==> src/hdl/sris_pkg.sv <==
// ----------------------------------------------------------------------------
// sris_pkg
// Shared types, codes and compare functions for the record sorter.
// ----------------------------------------------------------------------------
package sris_pkg;

  typedef struct packed {
    logic [7:0]  units;
    logic [7:0]  grade;
    logic [63:0] description;
    logic [63:0] term;
  } rec_t;

  localparam logic [1:0] CMD_APPEND = 2'd0;
  localparam logic [1:0] CMD_SORT   = 2'd1;
  localparam logic [1:0] CMD_DUMP   = 2'd2;
  localparam logic [1:0] CMD_CLEAR  = 2'd3;

  localparam logic [1:0] KEY_UNITS = 2'd0;
  localparam logic [1:0] KEY_GRADE = 2'd1;
  localparam logic [1:0] KEY_DESC  = 2'd2;
  localparam logic [1:0] KEY_TERM  = 2'd3;

  localparam logic [1:0] STS_OK    = 2'd0;
  localparam logic [1:0] STS_FULL  = 2'd1;
  localparam logic [1:0] STS_EMPTY = 2'd2;

  localparam logic [2:0] RD_ZERO = 3'd0;
  localparam logic [2:0] RD_I    = 3'd1;
  localparam logic [2:0] RD_J    = 3'd2;
  localparam logic [2:0] RD_KN   = 3'd3;
  localparam logic [2:0] RD_JM1  = 3'd4;

  localparam logic [7:0] CH_S     = 8'h73;
  localparam logic [7:0] CH_P     = 8'h70;
  localparam logic [7:0] CH_U     = 8'h75;
  localparam logic [7:0] CH_SPACE = 8'h20;
  localparam logic [7:0] CH_PLUS  = 8'h2b;
  localparam logic [7:0] CH_MINUS = 8'h2d;
  localparam logic [7:0] CH_0     = 8'h30;
  localparam logic [7:0] CH_9     = 8'h39;
  localparam logic [7:0] CH_UA    = 8'h41;
  localparam logic [7:0] CH_UZ    = 8'h5a;
  localparam logic [7:0] CH_LA    = 8'h61;
  localparam logic [7:0] CH_LZ    = 8'h7a;

  // controller to datapath
  typedef struct packed {
    logic       take;
    logic       append;
    logic       clear;
    logic       i_set1;
    logic       i_inc;
    logic       k_clr;
    logic       k_inc;
    logic       j_from_i;
    logic       j_dec;
    logic       j_clr;
    logic       j_inc;
    logic [2:0] rd_sel;
    logic       rd_en;
    logic       hold_ld;
    logic       wr_hold;
    logic       wr_shift;
    logic       out_ld;
    logic       out_rec;
    logic [1:0] out_status;
    logic       out_last;
  } sris_cmd_t;

  // datapath to controller
  typedef struct packed {
    logic full;
    logic empty;
    logic i_done;
    logic k_last;
    logic j_eq_k;
    logic d_last;
    logic below;
  } sris_sts_t;

  function automatic logic [7:0] fold_lower(input logic [7:0] c);
    return (c >= CH_UA && c <= CH_UZ) ? c + 8'd32 : c;
  endfunction

  function automatic logic [7:0] fold_upper(input logic [7:0] c);
    return (c >= CH_LA && c <= CH_LZ) ? c - 8'd32 : c;
  endfunction

  // keep bytes up to the first zero and within nch characters
  function automatic logic [63:0] cut_text(input logic [63:0] w, input logic [3:0] nch);
    logic [63:0] r;
    logic        alive;
    r     = '0;
    alive = 1'b1;
    for (int b = 0; b < 8; b++) begin
      alive = alive && (w[8*b +: 8] != 8'd0) && (4'(b) < nch);
      if (alive) r[8*b +: 8] = w[8*b +: 8];
    end
    return r;
  endfunction

  // first character most significant, folded to lower case
  function automatic logic [63:0] text_key(input logic [63:0] w);
    logic [63:0] r;
    for (int b = 0; b < 8; b++) r[63-8*b -: 8] = fold_lower(w[8*b +: 8]);
    return r;
  endfunction

  function automatic logic six_long(input logic [63:0] t);
    return (t[47:40] != 8'd0) && (t[55:48] == 8'd0);
  endfunction

  function automatic logic starts(input logic [63:0] t, input logic [7:0] c0,
                                  input logic [7:0] c1);
    return (fold_lower(t[7:0]) == c0) && (fold_lower(t[15:8]) == c1);
  endfunction

  function automatic logic signed [14:0] term_year(input logic [63:0] t);
    logic [7:0]  c;
    logic        begun;
    logic        stop;
    logic        neg;
    logic [13:0] v;
    begun = 1'b0;
    stop  = 1'b0;
    neg   = 1'b0;
    v     = '0;
    for (int p = 2; p < 6; p++) begin
      c = t[8*p +: 8];
      if (!stop) begin
        if (!begun && (c == CH_SPACE || (c >= 8'd9 && c <= 8'd13))) begin
          begun = 1'b0;
        end else if (!begun && (c == CH_PLUS || c == CH_MINUS)) begin
          neg   = (c == CH_MINUS);
          begun = 1'b1;
        end else if (c >= CH_0 && c <= CH_9) begin
          v     = 14'(v * 14'd10) + 14'(c - CH_0);
          begun = 1'b1;
        end else begin
          stop = 1'b1;
        end
      end
    end
    return neg ? -$signed({1'b0, v}) : $signed({1'b0, v});
  endfunction

  // true when record a must go in front of record b
  function automatic logic rec_below(input logic [1:0] key, input rec_t a, input rec_t b);
    logic                desc_lt;
    logic signed [14:0]  ya;
    logic signed [14:0]  yb;
    logic                r;
    desc_lt = text_key(a.description) < text_key(b.description);
    ya      = term_year(a.term);
    yb      = term_year(b.term);
    case (key)
      KEY_UNITS: r = a.units < b.units;
      KEY_GRADE: r = fold_upper(a.grade) < fold_upper(b.grade);
      KEY_DESC:  r = desc_lt;
      default: begin
        if (!six_long(a.term) || !six_long(b.term) ||
            text_key(a.term) == text_key(b.term)) begin
          r = desc_lt;
        end else if (ya != yb) begin
          r = ya < yb;
        end else if (starts(a.term, CH_S, CH_P)) begin
          r = 1'b1;
        end else if (starts(a.term, CH_S, CH_U)) begin
          r = !starts(b.term, CH_S, CH_P);
        end else begin
          r = 1'b0;
        end
      end
    endcase
    return r;
  endfunction

endpackage

==> src/hdl/sris_ctrl.sv <==
// ----------------------------------------------------------------------------
// sris_ctrl
// Command sequencer: append, insertion sort passes, dump and clear.
// ----------------------------------------------------------------------------
module sris_ctrl import sris_pkg::*; (
  input  logic      clk,
  input  logic      rst_n,
  input  logic      in_valid,
  output logic      in_stall,
  input  logic [1:0] in_command,
  output logic      out_valid,
  input  logic      out_stall,
  output sris_cmd_t cmd,
  input  sris_sts_t sts
);

  localparam logic [2:0] S_IDLE = 3'd0;
  localparam logic [2:0] S_EMIT = 3'd1;
  localparam logic [2:0] S_SNXT = 3'd2;
  localparam logic [2:0] S_SLDI = 3'd3;
  localparam logic [2:0] S_SCMP = 3'd4;
  localparam logic [2:0] S_SHRD = 3'd5;
  localparam logic [2:0] S_SHWR = 3'd6;
  localparam logic [2:0] S_DRD  = 3'd7;

  logic [2:0] state_r, state_nxt;
  logic [1:0] stat_r, stat_nxt;
  logic       dump_r, dump_nxt;
  logic       oval_r, oval_nxt;
  logic       out_free;

  assign in_stall  = (state_r != S_IDLE);
  assign out_valid = oval_r;
  assign out_free  = !oval_r || !out_stall;

  always_comb begin
    cmd       = '0;
    state_nxt = state_r;
    stat_nxt  = stat_r;
    dump_nxt  = dump_r;
    case (state_r)
      S_IDLE: begin
        if (in_valid) begin
          cmd.take = 1'b1;
          dump_nxt = 1'b0;
          stat_nxt = STS_OK;
          case (in_command)
            CMD_APPEND: begin
              if (sts.full) stat_nxt = STS_FULL;
              else cmd.append = 1'b1;
              state_nxt = S_EMIT;
            end
            CMD_SORT: begin
              cmd.i_set1 = 1'b1;
              state_nxt  = S_SNXT;
            end
            CMD_DUMP: begin
              if (sts.empty) begin
                stat_nxt  = STS_EMPTY;
                state_nxt = S_EMIT;
              end else begin
                cmd.j_clr = 1'b1;
                dump_nxt  = 1'b1;
                state_nxt = S_DRD;
              end
            end
            default: begin
              cmd.clear = 1'b1;
              state_nxt = S_EMIT;
            end
          endcase
        end
      end
      S_EMIT: begin
        if (out_free) begin
          cmd.out_ld     = 1'b1;
          cmd.out_rec    = dump_r;
          cmd.out_status = stat_r;
          cmd.out_last   = !dump_r || sts.d_last;
          if (dump_r && !sts.d_last) begin
            cmd.j_inc = 1'b1;
            state_nxt = S_DRD;
          end else begin
            state_nxt = S_IDLE;
          end
        end
      end
      S_DRD: begin
        cmd.rd_sel = RD_J;
        cmd.rd_en  = 1'b1;
        state_nxt  = S_EMIT;
      end
      S_SNXT: begin
        if (sts.i_done) begin
          state_nxt = S_EMIT;
        end else begin
          cmd.rd_sel = RD_I;
          cmd.rd_en  = 1'b1;
          state_nxt  = S_SLDI;
        end
      end
      S_SLDI: begin
        cmd.hold_ld = 1'b1;
        cmd.k_clr   = 1'b1;
        cmd.rd_sel  = RD_ZERO;
        cmd.rd_en   = 1'b1;
        state_nxt   = S_SCMP;
      end
      S_SCMP: begin
        if (sts.below) begin
          cmd.j_from_i = 1'b1;
          state_nxt    = S_SHRD;
        end else if (sts.k_last) begin
          cmd.i_inc = 1'b1;
          state_nxt = S_SNXT;
        end else begin
          cmd.k_inc  = 1'b1;
          cmd.rd_sel = RD_KN;
          cmd.rd_en  = 1'b1;
        end
      end
      S_SHRD: begin
        if (sts.j_eq_k) begin
          cmd.wr_hold = 1'b1;
          cmd.i_inc   = 1'b1;
          state_nxt   = S_SNXT;
        end else begin
          cmd.rd_sel = RD_JM1;
          cmd.rd_en  = 1'b1;
          state_nxt  = S_SHWR;
        end
      end
      S_SHWR: begin
        cmd.wr_shift = 1'b1;
        cmd.j_dec    = 1'b1;
        state_nxt    = S_SHRD;
      end
      default: state_nxt = S_IDLE;
    endcase
  end

  always_comb begin
    oval_nxt = oval_r;
    if (cmd.out_ld) oval_nxt = 1'b1;
    else if (!out_stall) oval_nxt = 1'b0;
  end

  always_ff @(posedge clk) begin
    if (!rst_n) begin
      state_r <= S_IDLE;
      stat_r  <= STS_OK;
      dump_r  <= 1'b0;
      oval_r  <= 1'b0;
    end else begin
      state_r <= state_nxt;
      stat_r  <= stat_nxt;
      dump_r  <= dump_nxt;
      oval_r  <= oval_nxt;
    end
  end

endmodule

==> config.mk <==
export PLATFORM = sky130hd
export DESIGN_NAME = sris_ctrl
export DESIGN_NICKNAME = d
export VERILOG_FILES = /design/src/hdl/sris_pkg.sv /design/src/hdl/sris_ctrl.sv
export SDC_FILE = /design/constraint.sdc
export NUM_CORES = 1
export LEC_CHECK = 0
export BUFFER_PORTS_ARGS = -buffer_cell sky130_fd_sc_hd__buf_2
export CAP_MARGIN = 20
export CORE_MARGIN = 5
export CORE_UTILIZATION = 43
export CTS_CLUSTER_SIZE = 30
export DETAILED_ROUTE_END_ITERATION = 8
export PLACE_DENSITY = 0.87
export RECOVER_POWER = 50
export REMOVE_ABC_BUFFERS = 1
export SYNTH_ARGS = -nofsm -noshare
export SYNTH_HDL_FRONTEND = slang
export SYNTH_SLANG_ARGS = --single-unit
export TNS_END_PERCENT = 50
==> constraint.sdc <==
create_clock -name clk -period 1.5 [get_ports clk]
set_input_delay 0.075 -clock clk [delete_from_list [all_inputs] [get_ports clk]]
set_output_delay 0.075 -clock clk [all_outputs]
set_load 0.02 [all_outputs]
==> reports/metrics.yaml, run 1 <==
ys_seq_elements: 7
endpoint_kind: "output pin"
drtIter0Drc: 34
p_leak_nw: 0.551
layout_commonest_cell: "buf_2"
finalSetupTns_ns: -1.89
setup_viol: 17
irDropWorstVdd_mv: 0.687
grt_overflow: 0
p_comb_frac: 0.728
swShare: 0.481
place_ws_ns: -0.00224
grt_pass1_wl_mm: 3.97
yosysWarnings: 0
r2r_slack_ns: -0.06
diodes: 0
vias_per_cell: 5.76
mostFrequentLayoutCells: "buf_2 (24), buf_4 (21), nand2_1 (9)"
path_clk_slew_ns: 0.06
track_usage: 0.199
critPathKind: "register to output pin"
ys_types: 38
crit_path_max_fanout: 4
switchingPower_mw: 0.799
maxCapViolations: 0
areaGrowthSynthToFinish_pct: 62.4
synth-edff-count: 0
synth-main-ff-cell: "dfxtp_1"
hold_viol: 0
firstDrtPassIters: 4
die-area_um2: 2490
drive_gt1_frac: 0.550
portBuffers: 37
design.core.area_um2: 1510
routedWlPerCell_um: 16.8
fin_crit_sh: 1.13
cp.required_ns: 1.42
fmax_mhz: 592
die_x_um: 49.9
placedCellCount: 142
start_util: 0.455
gp_congestion: 0.846
p_int_mw: 0.864
hpwl_mm: 1.57
maxSlewHeadroom: 0.711
postSynthCellCount: 92
drc: 0
cts_tree: "built"
h-tree-depth: 1
syn_avg_cell_area_um2: 7.45
grt_start_max_net_pins: 15
fin_crit_ns: 1.69
worst_pin_slew_ns: 0.428
p_clk_frac: 0.110
skew_ns: 0.00255
final_area_um2: 1110
clkLatencyLatePin_ns: 0.26
cts_buffers: 3
vias: 899
synthArstFlopShare: 0
worst_slack_ns: -0.190
stdcell_count: 156
final_nets: 158
drt_wl_total_mm: 2.62
ios: 38
cp_data_arrival_time_ns: 1.62
cts_sinks: 7
power.total_mw: 1.66
fp-row-count: 14
grt_pass1_vias: 899
whs_ns: 0.102
place_area_um2: 876
utilization: 0.739
hold_path_class: "input pin to register"
powerDensity_nw_per_um2: 1490
netlist_area_um2: 686
root_buffer: "clkbuf_4"
violations: "negative setup slack"
die_h_um: 49.9
critPathLaunchType: "register"
antenna_found_initial: 0
ant_nets: 0
clock_path_buffers: 2
yosysSeqAreaShare: 0.204
run_status: "finished with violations"
drv_slew: 0
p_seq_frac: 0.162
rsz0062_at_grt: "true"
==> cells by family (layout without fill, tap and decap cells) <==
family                   after synthesis  count (layout)  share of synthesized area
adder cells (fa/ha/maj)                4               4                     0.0730
AO/OA/AOI/OAI                         18              18                      0.182
buffers and inverters                 14              62                      0.117
XOR/XNOR                               1               1                     0.0128
flip-flops                             7               7                      0.204
AND/OR/NAND/NOR                       48              48                      0.411
==> layer usage <==
layer  global-route usage  up-vias  routed length (um)
li1                     -      410                   -
met3               0.0271        7                 213
met4                0.127        0                  49
met1                0.204      428                 893
met2                0.367       54                1460
met5                    0        -                   0
==> registers in the layout (all words and copies together), names as in the netlist <==
name,cells
state_r,3
stat_r,2
dump_r,1
out_valid,1
==> repair_timing <==
item,4_1_cts,5_1_grt
hold buffers,0,0
setup endpoints to repair,16,21
setup buffers,6,4
gates resized for setup,27,18
pin swaps,7,7
cloned,0,0
==> synth_stat cells, drive strengths merged (2+ instances only) <==
cell / count / area share
a21boi: 3 / 0.033
a21oi: 3 / 0.022
a22oi: 2 / 0.022
and2: 7 / 0.064
buf: 7 / 0.071
dfxtp: 7 / 0.20
ha: 4 / 0.073
inv: 5 / 0.027
nand2: 10 / 0.055
nand2b: 5 / 0.046
nand3: 4 / 0.029
nor2: 9 / 0.049
nor3b: 4 / 0.060
o22ai: 2 / 0.018
or2: 2 / 0.018
==> path summary, 6_finish.rpt <==
check / from / endpoint / cells after the start
worst max-delay path: state_r[2] / cmd[13] / 4
worst min-delay path: sts[6] / stat_r[0] / 3
worst max register to register: state_r[2] / dump_r / 5
worst min register to register: stat_r[1] / stat_r[1] / 2
==> worst max-delay path: stages (launching register included) <==
cell and delay, ns:
dfxtp_2 0.32, or3_4 0.39, or2_4 0.28, nor3b_4 0.22, buf_6 0.15
==> power by group through the flow <==
stage	clock network (mW)	registers, mW	logic, mW
after detailed placement	0	0.260	0.877
after floorplan	0	0.328	0.505
after global routing	0.194	0.275	1.28
after CTS	0.181	0.266	1.08
final	0.182	0.270	1.21
after global placement	0	0.257	0.854
==> layout make-up <==
type | count | area (um2)
clock buffer | 4 | 26.3
tap | 16 | 20.0
timing repair buffer | 52 | 345
sequential | 7 | 143
inverter | 6 | 27.5
multi-input combinational | 71 | 552
fill | 91 | 393
Note: power is estimated with default switching activity, not from simulation.
==> run 2, diff against run 1 <==
Settings changed: REMOVE_ABC_BUFFERS 1 to default.
==> reports/metrics.yaml, run 2 (synthesis gave the netlist of run 1 again) <==
die_x_um: 49.9  # unchanged
powerDensity_nw_per_um2: 1480  # -1.1%
cts_tree: "built"
cp_data_arrival_time_ns: 1.60  # -0.02 ns
reg_top3: "state_r x3, stat_r x2"
critPathLaunchType: "register"
ctsHoldBuffers: 0  # unchanged
final_nets: 153  # -3.2%
cp.required_ns: 1.42  # about the same
start_util: 0.455  # unchanged
top_usage_layer: "met2"
run_status: "finished with violations"
placedCellCount: 141  # -0.70%
vias_per_cell: 5.50  # -4.5%
whs_ns: 0.118  # +0.0160 ns
h-tree-depth: 1  # unchanged
stdcell_count: 151  # -3.2%
skew_ns: 0.00360  # +0.00105 ns
setup_viol: 14  # -3
hold_viol: 0  # unchanged
p_leak_nw: 0.523  # -5.1%
cts_sinks: 7  # unchanged
drtIter0Drc: 9  # -74%
die-area_um2: 2490  # unchanged
critPathKind: "register to output pin"
drive_gt1_frac: 0.496  # -0.0537
worst_pin_slew_ns: 0.513  # +0.0845 ns
hold_path_class: "input pin to register"
hpwl_mm: 1.52  # -3.0%
die_h_um: 49.9  # unchanged
largest_register_ffs: 3  # unchanged
drc: 0  # unchanged
grt_pass1_vias: 833  # -7.3%
maxSlewHeadroom: 0.654  # -0.0570
gp_congestion: 0.797  # -5.8%
vias: 831  # -7.6%
use_met3: 0.0602  # +0.0331
maxCapViolations: 0  # unchanged
groute.layer.met1.usage: 0.172  # -0.0326
ant_nets: 0  # unchanged
rsz0062_at_grt: "true"
mostFrequentLayoutCells: "buf_2 (25), buf_4 (14), nand2_1 (9)"
irDropWorstVdd_mv: 0.666  # -3.2%
place_area_um2: 882  # +0.71%
endpoint_kind: "output pin"
path_clk_slew_ns: 0.05  # about the same
synth_fp_nets: 109
portBuffers: 37  # unchanged
clock_path_buffers: 2  # unchanged
design.core.area_um2: 1510  # unchanged
clkLatencyLatePin_ns: 0.25  # about the same
diodes: 0  # unchanged
firstDrtPassIters: 4  # unchanged
regMostFlops: "state_r"
grt_pass1_wl_mm: 3.54  # -11%
violations: "negative setup slack"
drt_wl_total_mm: 2.26  # -14%
power.total_mw: 1.57  # -5.9%
ios: 38  # unchanged
fin_crit_sh: 1.12  # -0.00783
root_buffer: "clkbuf_4"
grt_overflow: 0  # unchanged
worst_slack_ns: -0.178  # +0.0117 ns
fmax_mhz: 596  # +0.70%
grt_start_max_net_pins: 20  # +5
track_usage: 0.181  # -0.0179
final_area_um2: 1060  # -4.8%
antenna_found_initial: 0  # unchanged
fp-row-count: 14  # unchanged
cts_buffers: 3  # unchanged
areaGrowthSynthToFinish_pct: 54.6
crit_path_max_fanout: 4  # unchanged
fin_crit_ns: 1.68  # -0.0117 ns
utilization: 0.703  # -0.0357
layout_commonest_cell: "buf_2"
drv_slew: 0  # unchanged
met2_usage: 0.331  # -0.0360
routedWlPerCell_um: 15.0  # -11%
-- run 2: changes by cell type in the layout (fill, tap and decap cells not counted), sizes merged --
cell    delta
buf        -4
clkbuf     -1
-- run 2: final timing paths --
check / startpoint / end / slack (ns) / cells past startpoint
worst min register to register: stat_r[0] / stat_r[0] / 0.48 / 2
worst max-delay path: state_r[0] / cmd[13] / -0.18 / 4
worst min-delay path: rst_n / state_r[2] / 0.12 / 3
worst max register to register: state_r[0] / dump_r / -0.06 / 5
-- run 2: where the power goes --
| group | switching (mW) | internal, mW | total, mW |
|---|---|---|---|
| Combinational | 0.637 | 0.484 | 1.12 |
| Clock | 0.0710 | 0.102 | 0.173 |
| Sequential | 0.0362 | 0.236 | 0.272 |
-- run 2: what timing repair did --
item,4_1_cts,5_1_grt
setup endpoints to repair,16,19
buffers inserted,3,3
gates resized for setup,30,3
pin swaps,6,6
-- run 2: area by class of cell --
type / instances / area [um2]
tap: 16 / 20.0
inverter: 6 / 27.5
timing repair buffer: 47 / 313
multi-input combinational: 71 / 529
clock buffer: 4 / 26.3
fill: 123 / 447
sequential: 7 / 144
-- run 2: metal layers --
layer,share of wire,vias up
li1,-,405
met1,0.37,384
met2,0.55,36
met3,0.062,6
met4,0.013,0
met5,0,-
-- run 2: worst max-delay path, stage by stage (launching register included) --
cell and delay [ns]:
dfxtp_2 0.31, or3_4 0.37, or2_4 0.28, nor3b_4 0.23, buf_6 0.15
-- run 2: per-stage QoR --
step / setup WS (ns) / TNS [ns]
after floorplan: -0.0768 / -0.138
after global placement: 0.0193 / 0
after detailed placement: -0.0508 / -0.0697
after CTS: -0.166 / -0.834
after global routing: -0.254 / -2.00
final: -0.178 / -0.987
==> run 3, diff against run 2 <==
Settings changed: RECOVER_POWER 50 to 100, SETUP_SLACK_MARGIN from default to 0.2.
==> reports/metrics.yaml, run 3 (synthesis gave the netlist of run 1 again) <==
place_area_um2: 896  # +1.6%
areaGrowthSynthToFinish_pct: 92.9
cts_sinks: 7  # unchanged
gp_congestion: 0.809  # +1.5%
ios: 38  # unchanged
clkLatencyLatePin_ns: 0.26  # about the same
die_x_um: 49.9  # unchanged
hold_path_class: "input pin to register"
drive_gt1_frac: 0.644  # +0.148
fmax_mhz: 588  # -1.3%
fin_crit_sh: 1.13  # +0.0150
p_int_mw: 1.07  # +31%
powerDensity_nw_per_um2: 1510  # +2.0%
place_ws_ns: -0.0152  # +0.0356 ns
whs_ns: 0.108  # -0.0103 ns
track_usage: 0.165  # -0.0165
violations: "negative setup slack"
critPathLaunchType: "register"
mostFrequentLayoutCells: "buf_6 (24), buf_2 (17), buf_4 (15)"
h-tree-depth: 1  # unchanged
worst_slack_ns: -0.201  # -0.0225 ns
ant_nets: 0  # unchanged
run_status: "finished with violations"
vias: 914  # +10%
cp_data_arrival_time_ns: 1.63  # +0.03 ns
whs_path_depth: 2  # -1
power.total_mw: 1.99  # +27%
routedWlPerCell_um: 17.0  # +14%
p_seq_frac: 0.137  # -0.037
diodes: 0  # unchanged
maxSlewHeadroom: 0.635  # -0.0192
r2r_cells: 5  # unchanged
r2r-end: "dump_r"
regToRegStartpoint: "state_r[2]"
vias_per_cell: 5.64  # +2.5%
layout_commonest_cell: "buf_6"
final_nets: 164  # +7.2%
grt_pass1_wl_mm: 3.28  # -7.4%
fp-row-count: 14  # unchanged
fin_crit_ns: 1.70  # +0.0225 ns
worstHoldEndpoint: "dump_r"
switchingPower_mw: 0.919  # +24%
endpoint_kind: "output pin"
irDropWorstVdd_mv: 0.843  # +27%
p_clk_frac: 0.089  # -0.021
maxCapViolations: 0  # unchanged
portBuffers: 37  # unchanged
start_util: 0.455  # unchanged
die-area_um2: 2490  # unchanged
root_buffer: "clkbuf_4"
clock_path_buffers: 2  # unchanged
drt_wl_total_mm: 2.76  # +22%
utilization: 0.878  # +0.174
r2r_slack_ns: -0.09  # -0.03 ns
cp_slowest_cell: "or3_4"
grt_overflow: 0  # unchanged
hold_start: "rst_n"
reg_top3: "state_r x3, stat_r x2"
design.core.area_um2: 1510  # unchanged
crit_path_max_fanout: 4  # unchanged
p_leak_nw: 0.614  # +17%
critPathKind: "register to output pin"
drv_slew: 0  # unchanged
final_area_um2: 1320  # +25%
grt_start_max_net_pins: 20  # unchanged
worstPathCellList: "or3_4 > or2_4 > nor3b_4 > buf_6"
regMostFlops: "state_r"
path_clk_slew_ns: 0.06  # about the same
rsz0062_at_grt: "true"
drc: 0  # unchanged
firstDrtPassIters: 4  # unchanged
synth_fp_nets: 109  # unchanged
cp.required_ns: 1.42  # about the same
worst_pin_slew_ns: 0.541  # +0.0284 ns
crit_buf_inv: 1  # unchanged
antenna_found_initial: 0  # unchanged
ctsHoldBuffers: 0  # unchanged
skew_ns: 0.00374  # +0.000142 ns
cts_buffers: 3  # unchanged
cts_tree: "built"
grt_pass1_vias: 731  # -12%
die_h_um: 49.9  # unchanged
critPathMaxStageDelay_ns: 0.38  # about the same
drtIter0Drc: 19  # +10
setup_viol: 16  # +2
crit_family: "simple AND/OR/NAND/NOR gates"
p_comb_frac: 0.773  # +0.057
swShare: 0.461  # -0.0138
largest_register_ffs: 3  # unchanged
hold_viol: 0  # unchanged
hpwl_mm: 1.40  # -8.0%
==> run 3: cell types whose count changed in the layout (fill, tap and decap cells not counted), sizes merged <==
| cell | change |
|---|---|
| buf | +11 |
| clkinv | +1 |
| clkbuf | -1 |
==> run 3: worst max path at each step <==
stage	cells past startpoint	to	startpoint	slack (ns)
finish	4	cmd[13]	state_r[2]	-0.20
global route	4	cmd[13]	state_r[2]	-0.27
CTS	4	cmd[13]	state_r[0]	-0.17
detailed placement	4	dump_r	state_r[0]	-0.02
global placement	4	cmd[13]	state_r[0]	0.02
floorplan	5	dump_r	state_r[0]	-0.08
==> run 3: cell type report <==
cell class                      count  area, um2
Timing Repair Buffer               58        487
Sequential cell                     7        144
Inverter                            6       32.5
Clock buffer                        3       22.5
Fill cell                          62        184
Multi-Input combinational cell     71        612
Clock inverter                      1       5.00
Tap cell                           16       20.0
==> run 3: layer usage <==
metal / GRT usage / vias up / share of wire
met5: 0 / - / 0
met4: 0.0655 / 0 / 0.033
met3: 0.0422 / 13 / 0.069
met2: 0.278 / 37 / 0.53
met1: 0.195 / 439 / 0.37
li1: - / 425 / -
==> run 3: power groups by stage <==
stage	Sequential (mW)	Clock (mW)	Combinational [mW]
2_1_floorplan	0.262	0	0.712
3_3_place_gp	0.257	0	0.872
3_5_place_dp	0.259	0	0.885
4_1_cts	0.264	0.179	1.07
5_1_grt	0.278	0.190	1.64
6_report	0.274	0.178	1.54
==> run 3: stage by stage <==
step | cells | setup TNS (ns)
finish | 162 | -1.28
global route | 162 | -2.24
CTS | 149 | -0.862
detailed placement | 140 | -0.0263
global placement | 140 | 0
floorplan | 92 | -0.139
==> run 3: repair_timing <==
action,4_1_cts,5_1_grt
gates resized for setup,29,52
setup buffers,5,13
pin swaps,8,14
endpoints found under the setup margin,25,29
==> run 3: worst reg2reg max path, stage by stage (launching register included) <==
cell	delay, ns
dfxtp_2	0.32
or3_4	0.38
or2_4	0.28
buf_4	0.16
and2_0	0.17
o21a_1	0.18
